[src/hw/rtl/uvs_pkg.sv]
// uvs_pkg: shared types, field widths and constants of the uv sphere vertex generator
// also holds the elaboration-time builder of the quarter-wave sine table
// no dependencies
package uvs_pkg;

    localparam int MAX_SEGMENTS_DEF    = 64;
    localparam int SINE_TABLE_BITS_DEF = 12;

    localparam int SEG_W       = 7;
    localparam int RAD_W       = 16;
    localparam int IDX_W       = 6;
    localparam int POS_W       = 17;
    localparam int SLOT_W      = 3;
    localparam int CFG_IDX_W   = 1;
    localparam int CFG_DATA_W  = 16;
    localparam int S_TDATA_W   = 16;
    localparam int M_TDATA_W   = 56;
    localparam int SINE_MAG_W  = 15;

    localparam logic [SEG_W-1:0]  SEGMENTS_RST = 7'd16;
    localparam logic [RAD_W-1:0]  RADIUS_RST   = 16'd256;
    localparam logic [SLOT_W-1:0] SLOT_FIRST   = 3'd0;
    localparam logic [SLOT_W-1:0] SLOT_LAST    = 3'd5;

    typedef enum logic [CFG_IDX_W-1:0] {
        CFG_SEGMENTS = 1'b0,
        CFG_RADIUS   = 1'b1
    } t_cfg_reg;

    // control that travels with each vertex down the pipeline
    typedef struct packed {
        logic [SLOT_W-1:0] slot;
        logic              pole;
        logic              bad;
        logic              last;
    } t_vtx_tag;

    localparam logic [63:0] PI_Q60 = 64'h3243F6A8885A308D;
    localparam logic [63:0] PI_Q30 = (PI_Q60 + (64'd1 << 29)) >> 30;

    // quarter-wave entry k of a 2^b table: round(32767*sin), taylor series in q30
    function automatic logic [SINE_MAG_W-1:0] f_qsin(input int k, input int b);
        logic [63:0] x;
        logic [63:0] x2;
        logic [63:0] t;
        logic [63:0] s;
        logic [63:0] v;
        x  = (PI_Q30 * 64'(k)) >> (b - 1);
        x2 = (x * x) >> 30;
        t  = x;
        s  = x;
        t = ((t * x2) >> 30) / 64'd6;   s = s - t;
        t = ((t * x2) >> 30) / 64'd20;  s = s + t;
        t = ((t * x2) >> 30) / 64'd42;  s = s - t;
        t = ((t * x2) >> 30) / 64'd72;  s = s + t;
        t = ((t * x2) >> 30) / 64'd110; s = s - t;
        t = ((t * x2) >> 30) / 64'd156; s = s + t;
        t = ((t * x2) >> 30) / 64'd210; s = s - t;
        t = ((t * x2) >> 30) / 64'd272; s = s + t;
        v = (64'd32767 * s + (64'd1 << 29)) >> 30;
        if (v > 64'd32767) begin
            v = 64'd32767;
        end
        return v[SINE_MAG_W-1:0];
    endfunction

endpackage

[src/hw/rtl/uvs_angle_div.sv]
// uvs_angle_div: pipelined rounding divider giving the theta and phi table indexes
// one quotient bit per stage for both angles, divisor 2n shared; depends on uvs_pkg
module uvs_angle_div #(
    parameter int MAX_SEGMENTS    = uvs_pkg::MAX_SEGMENTS_DEF,
    parameter int SINE_TABLE_BITS = uvs_pkg::SINE_TABLE_BITS_DEF
) (
    input  logic                                   i_clk,
    input  logic                                   i_rst_n,
    input  logic                                   i_en,
    input  logic                                   i_valid,
    input  logic [$clog2(MAX_SEGMENTS+1)-1:0]      i_ring,
    input  logic [$clog2(MAX_SEGMENTS+1)-1:0]      i_seg,
    input  logic [$clog2(MAX_SEGMENTS+1)-1:0]      i_n,
    input  uvs_pkg::t_vtx_tag                      i_tag,
    output logic                                   o_valid,
    output logic [SINE_TABLE_BITS-1:0]             o_theta,
    output logic [SINE_TABLE_BITS-1:0]             o_phi,
    output uvs_pkg::t_vtx_tag                      o_tag
);
    import uvs_pkg::*;

    localparam int NW   = $clog2(MAX_SEGMENTS + 1);
    localparam int B    = SINE_TABLE_BITS;
    localparam int NUMW = NW + B + 2;
    localparam int DW   = NW + 1;

    logic            r_valid [B+1];
    logic [NUMW-1:0] r_rem_t [B+1];
    logic [NUMW-1:0] r_rem_f [B+1];
    logic [B-1:0]    r_q_t   [B+1];
    logic [B-1:0]    r_q_f   [B+1];
    logic [DW-1:0]   r_d     [B+1];
    t_vtx_tag        r_tag   [B+1];

    // theta: (j*T + n) / 2n, phi: (2*i*T + n) / 2n, both floor
    always_ff @(posedge i_clk) begin
        if (i_en) begin
            r_rem_t[0] <= (NUMW'(i_ring) << B) + NUMW'(i_n);
            r_rem_f[0] <= (NUMW'(i_seg) << (B + 1)) + NUMW'(i_n);
            r_d[0]     <= {i_n, 1'b0};
            r_q_t[0]   <= '0;
            r_q_f[0]   <= '0;
            r_tag[0]   <= i_tag;
        end
    end

    always_ff @(posedge i_clk) begin
        if (!i_rst_n) begin
            r_valid[0] <= 1'b0;
        end else if (i_en) begin
            r_valid[0] <= i_valid;
        end
    end

    for (genvar s = 0; s < B; s++) begin : g_stage
        localparam int K = B - 1 - s;
        logic [NUMW-1:0] w_dsh;
        logic            w_ge_t;
        logic            w_ge_f;
        logic [NUMW-1:0] n_rem_t;
        logic [NUMW-1:0] n_rem_f;

        assign w_dsh   = NUMW'(r_d[s]) << K;
        assign w_ge_t  = r_rem_t[s] >= w_dsh;
        assign w_ge_f  = r_rem_f[s] >= w_dsh;
        assign n_rem_t = w_ge_t ? r_rem_t[s] - w_dsh : r_rem_t[s];
        assign n_rem_f = w_ge_f ? r_rem_f[s] - w_dsh : r_rem_f[s];

        always_ff @(posedge i_clk) begin
            if (i_en) begin
                r_rem_t[s+1] <= n_rem_t;
                r_rem_f[s+1] <= n_rem_f;
                r_q_t[s+1]   <= {r_q_t[s][B-2:0], w_ge_t};
                r_q_f[s+1]   <= {r_q_f[s][B-2:0], w_ge_f};
                r_d[s+1]     <= r_d[s];
                r_tag[s+1]   <= r_tag[s];
            end
        end

        always_ff @(posedge i_clk) begin
            if (!i_rst_n) begin
                r_valid[s+1] <= 1'b0;
            end else if (i_en) begin
                r_valid[s+1] <= r_valid[s];
            end
        end
    end

    assign o_valid = r_valid[B];
    assign o_theta = r_q_t[B];
    assign o_phi   = r_q_f[B];
    assign o_tag   = r_tag[B];

endmodule

[config.mk]
export PLATFORM = sky130hd
export DESIGN_NAME = uvs_angle_div
export DESIGN_NICKNAME = d
export VERILOG_FILES = /design/src/hw/rtl/uvs_pkg.sv /design/src/hw/rtl/uvs_angle_div.sv
export SDC_FILE = /design/constraint.sdc
export NUM_CORES = 1
export LEC_CHECK = 0
export ABC_AREA = 1
export BUFFER_PORTS_ARGS = -buffer_cell sky130_fd_sc_hd__buf_2
export CORE_UTILIZATION = 25
export CTS_BUF_LIST = sky130_fd_sc_hd__clkbuf_4
export DETAILED_ROUTE_END_ITERATION = 16
export PLACE_DENSITY = 0.48
export SYNTH_ARGS = -nofsm -noshare
export SYNTH_HDL_FRONTEND = slang
export SYNTH_SLANG_ARGS = --single-unit
[constraint.sdc]
create_clock -name i_clk -period 2.85 [get_ports i_clk]
set_clock_uncertainty 0.05 [all_clocks]
set_input_delay 0.7125 -clock i_clk [delete_from_list [all_inputs] [get_ports i_clk]]
set_output_delay 0.7125 -clock i_clk [all_outputs]
set_load 0.05 [all_outputs]
---- After elaboration in Yosys (flattened, before gate mapping) ----
Memory sizes are Yosys's and may differ from the RTL's.
Index checks and enable logic that the tools add are counted.
W data, S select, Z words.
word-level totals
  bits in registers ....................... 0
  latch bits .............................. 0
  memory bits (writable) .................. 1053
  bits in read-only memories .............. 0
  bits of input ports ..................... 31
  output and inout port bits .............. 31
  logic and storage cells ................. 112
  memories kept ........................... 7
memories
  name         words  bits a word  rd ports  clocked after memory_dff  wr ports  RTL line             source
  r_rem_f      13     21           12        0                         13        uvs_angle_div.sv:29  logic [NUMW-1:0] r_rem_f [B+1];
  r_rem_t      13     21           12        0                         13        uvs_angle_div.sv:28  logic [NUMW-1:0] r_rem_t [B+1];
  r_q_f        13     12           13        0                         13        uvs_angle_div.sv:31  logic [B-1:0] r_q_f [B+1];
  r_q_t        13     12           13        0                         13        uvs_angle_div.sv:30  logic [B-1:0] r_q_t [B+1];
  r_d          13     8            12        0                         13        uvs_angle_div.sv:32  logic [DW-1:0] r_d [B+1];
  r_tag        13     6            13        0                         13        uvs_angle_div.sv:33  t_vtx_tag r_tag [B+1];
  +1 memories  --     --           --        --                        --        --
cells by class
  $add $sub $neg .......................... 26
  multipliers ............................. 0
  divide/modulo/power cells ............... 0
  $lt $le $gt $ge ......................... 24
  equal/unequal tests ..................... 0
  shift-type cells ........................ 0
  muxes and demuxes ....................... 42
  bitwise operators ....................... 13
  reduce and logical (&&, ||, !) cells .... 0
operator list
  kind              count
  $mux W21          24
  $ge A21 B10 Y1    2
  $ge A21 B11 Y1    2
  $ge A21 B12 Y1    2
  $ge A21 B13 Y1    2
  $ge A21 B14 Y1    2
  $ge A21 B15 Y1    2
  $ge A21 B16 Y1    2
  $ge A21 B17 Y1    2
  $ge A21 B18 Y1    2
  $ge A21 B19 Y1    2
  $ge A21 B8 Y1     2
  $ge A21 B9 Y1     2
  $sub A21 B10 Y21  2
  $sub A21 B11 Y21  2
  $sub A21 B12 Y21  2
  $sub A21 B13 Y21  2
  $sub A21 B14 Y21  2
  $sub A21 B15 Y21  2
  $sub A21 B16 Y21  2
  $sub A21 B17 Y21  2
  $sub A21 B18 Y21  2
  $sub A21 B19 Y21  2
  $sub A21 B8 Y21   2
  other kinds (5)   35

---- Depth between registers and ports, before layout ----
  depth in word-level cells ............... 4
  gate-level depth with buffers ........... 15
  depth with buffers taken out ............ 14

---- Worst setup path after synthesis ----
OpenSTA, ideal clock, no wires.
  path type ............................... register -> register
  from .................................... memory r_rem_f[9][3] in the netlist's numbering
  to ...................................... memory r_rem_f[10][8] in the netlist's numbering, data pin
  library setup time ...................... 261 ps
  arrival ................................. 1950 ps
  setup slack ............................. 589 ps
  stages on the path, launching flop included .. 14
  cell sequence ........................... edfxtp_1 -> inv_1 -> ha_1 -> inv_1 -> fa_1 -> nand2_1 -> nand3_1 -> nand3_1 -> nand2_1 -> nand2_1 -> nand2_2 -> nor2_4 -> buf_6 -> o21ai_0
RTL lines
  what                RTL line
  start: declaration  uvs_angle_div.sv:29

==> impl_metrics.ini <==
[placement]
io_buffers = 61
gp_congestion = 0.885
post-dp-hpwl_um = 59200
placed_cell_area_sq_um = 37900
dp_cells = 5665

[floorplanning]
ios = 62
row_count = 137
die_w_um = 377
die_h_um = 377
dieArea_sq_um = 142000
core_sq_um = 140000
start_util = 0.252

[pwr]
p_total_w = 0.0301
ir_drop_mv = 0.295
p_leak_nw = 17.2
power.density_nw_per_um2 = 743

[clock_network]
path_clk_slew_ns = 0.06
numCtsBuffers = 180
ctsLongestPathBuffers = 3
worstSkewPairLatency_ns = 1.12
cts-htree-levels = 4
clock_sinks = 653
cts_tree = yes
ctsRootBufferMaster = clkbuf_4

[setup_path]
startpoint_type = flop
cp_max_fo = 9
cp_slowest_cell = edfxtp_1
critPathRequiredTime_ns = 3.64
crit_arrival_ns = 3.38
path_cells = inv_1 > ha_1 > inv_1 > fa_1 > nand2_1 > nand2_1 > nand3b_1 > nand2_1 > nand2_1 > nand2_1 > nor2_2 > buf_4 > a21oi_1
worstSetupPathType = reg -> reg
max_stage_delay_ns = 0.44
endpoint_kind = flop
crit_top_cell = nand2_1

[drt]
via_count = 25100
dr.pass1.iters = 6
wl_um = 78300
drcViolationCount = 0
routedWlPerCell_um = 13.0
drt_iter0_markers = 1228
viasPerCell = 4.18
ant_nets = 0

[final_layout]
seqCellArea_sq_um = 19600
finalNonFillerCells = 6019
n_fill_cell = 14900
final_nets = 4204
fin_area_sq_um = 40500
drive_above_1_share = 0.124
syn_to_final_growth_pct = 15.1
multi_input_area_sq_um = 13200

[logic_synthesis]
synth-edff-count = 652
synth_cell_types = 55
syn-cell-area_sq_um = 35200
synth_fp_nets = 3936
async_reset_ff_frac = 0
synth_cells = 3734
synth-seq-cells = 653
synth_ff_type = edfxtp_1
ys_seq_area_frac = 0.556
yosys_warnings = 0
synth.avg_cell_area_sq_um = 9.43

[sta]
finalSetupViolCount = 0
holdWs_ns = 0.253
slew_violations = 0
layout_min_cycle_time_ns = 2.59
period_share = 0.908
worst_pin_slew_ns = 0.678
hold_violations = 0
fmaxAchievable_mhz = 386
rsz0062_at_grt = false
maxSlewHeadroom = 0.548
fin_setup_tns_ns = 0

[global_route]
gr-total-overflow = 0
grt_pass1_vias = 25300
grt_max_degree = 110
grt_pass1_wl_um = 127000
grt_use_total = 0.111
antenna_found_initial = 2

[worst_hold_path]
hold_path_class = in -> reg

[run]
drv_cap = 0

[outcome]
outcome = finished clean
## flip-flops by register name (all words and copies together), names as in the netlist
name / flops
r_d: 21
r_q_f: 78
r_q_t: 78
r_rem_f: 223
r_rem_t: 162
r_tag: 78
r_valid: 13
## timing repair
action | in CTS | in global routing
endpoints found under the hold margin | 45 | 0
hold buffers | 30 | 0
resized for setup | 0 | 2
setup buffers | 0 | 1
endpoints found under the setup margin | 0 | 17
## area by class of cell
type | count | area share
antenna | 9 | 0.000555
clock buffer | 267 | 0.0494
clock inverter | 47 | 0.00691
inverter | 542 | 0.0502
multi-input combinational | 2501 | 0.327
sequential | 653 | 0.483
tap | 1876 | 0.0579
timing repair buffer | 124 | 0.0250
## worst max-delay path: cells and delay by family (launching register included)
family | cells | cell delay (ns)
simple gates | 7 | 0.73
fa+ha+maj | 2 | 0.61
compound gates | 1 | 0.05
buf+inv | 3 | 0.46
flops | 1 | 0.44
## layer usage
metal / vias up / GRT usage / part of all wire
met5: - / 0 / 0
met1: 11400 / 0.120 / 0.42
li1: 13100 / - / -
met2: 418 / 0.205 / 0.52
met4: 0 / 0.0495 / 0.030
met3: 169 / 0.0264 / 0.037
## worst paths after layout
path                                                  to  cells past startpoint  slack, ns               startpoint
worst max-delay path            r_rem_t[2][52]$_DFFE_PP_                     13       0.26  r_rem_f[9][3]$_DFFE_PP_
worst min register to register    r_q_f[1][53]$_DFFE_PP_                      0       0.32   r_q_f[1][40]$_DFFE_PP_
worst max register to register  r_rem_t[2][52]$_DFFE_PP_                     13       0.26  r_rem_f[9][3]$_DFFE_PP_
worst min-delay path             r_rem_f[0][4]$_DFFE_PP_                      2       0.25                   i_n[4]
## per-stage QoR
step / util / setup WS [ns]
finish: 0.290 / 0.262
global route: 0.290 / 0.0265
CTS: 0.290 / 0.144
detailed placement: 0.271 / 0.138
global placement: 0.271 / 0.236
floorplan: - / 0.589
## cell families (layout without fill, tap and decap cells)
logic type | after synthesis | in the layout | synth area share
other | 0 | 9 | 0
AOI/OAI and AO/OA | 323 | 323 | 0.0526
xor gates and xnor gates | 100 | 100 | 0.0249
and+or+nand+nor | 1907 | 1907 | 0.233
DFF | 653 | 653 | 0.556
adders and majority gates | 171 | 171 | 0.0650
buffers and inverters | 580 | 980 | 0.0678
## layout by cell type (no fill, tap or decap), drive strengths merged
master and instances:
fa 20, or2 19, o21bai 13, edfxtp 652, a21o 8, nand3b 30
ha 151, clkbuf 267, and2 6, nor3 51, and3 1, nand4 81
clkinv 36, buf 94, a21boi 3, o21ai 120, o211ai 1, clkinvlp 3
a21oi 167, nor3b 3, dfxtp 1, diode 9, nor4 9, a31oi 5
a211oi 1, xor2 66, nor2 330, dlygate4sd3 30, o21a 5, inv 548
nor2b 1, nand3 255, nand2 1119, bufinv 2, xnor2 34, nand2b 2
## synth_stat cells, types with 8 or more instances
library cell | number | area share
ha_1 | 151 | 0.054
inv_2 | 14 | 0.0015
nand3_1 | 245 | 0.035
xor2_1 | 66 | 0.016
edfxtp_1 | 652 | 0.56
a21oi_2 | 19 | 0.0047
nor2_1 | 303 | 0.032
or2_2 | 16 | 0.0028
buf_4 | 21 | 0.0045
nor2_2 | 22 | 0.0039
o21ai_0 | 78 | 0.011
nand2_1 | 1097 | 0.12
nand2_2 | 21 | 0.0037
a21oi_1 | 144 | 0.020
nand4_1 | 80 | 0.014
inv_1 | 526 | 0.056
fa_1 | 20 | 0.011
o21bai_1 | 12 | 0.0026
a21o_1 | 8 | 0.0017
nand3b_1 | 29 | 0.0062
buf_6 | 15 | 0.0048
o21ai_1 | 35 | 0.0050
xnor2_1 | 34 | 0.0085
nor3_1 | 50 | 0.0071
## power by group
| part | switching [W] | internal (W) | leakage, nW |
|---|---|---|---|
| Sequential | 0.000978 | 0.0125 | 6.25 |
| Combinational | 0.00529 | 0.00293 | 9.58 |
| Clock | 0.00397 | 0.00446 | 1.36 |
No activity file was read; power rests on OpenSTA's default activity.
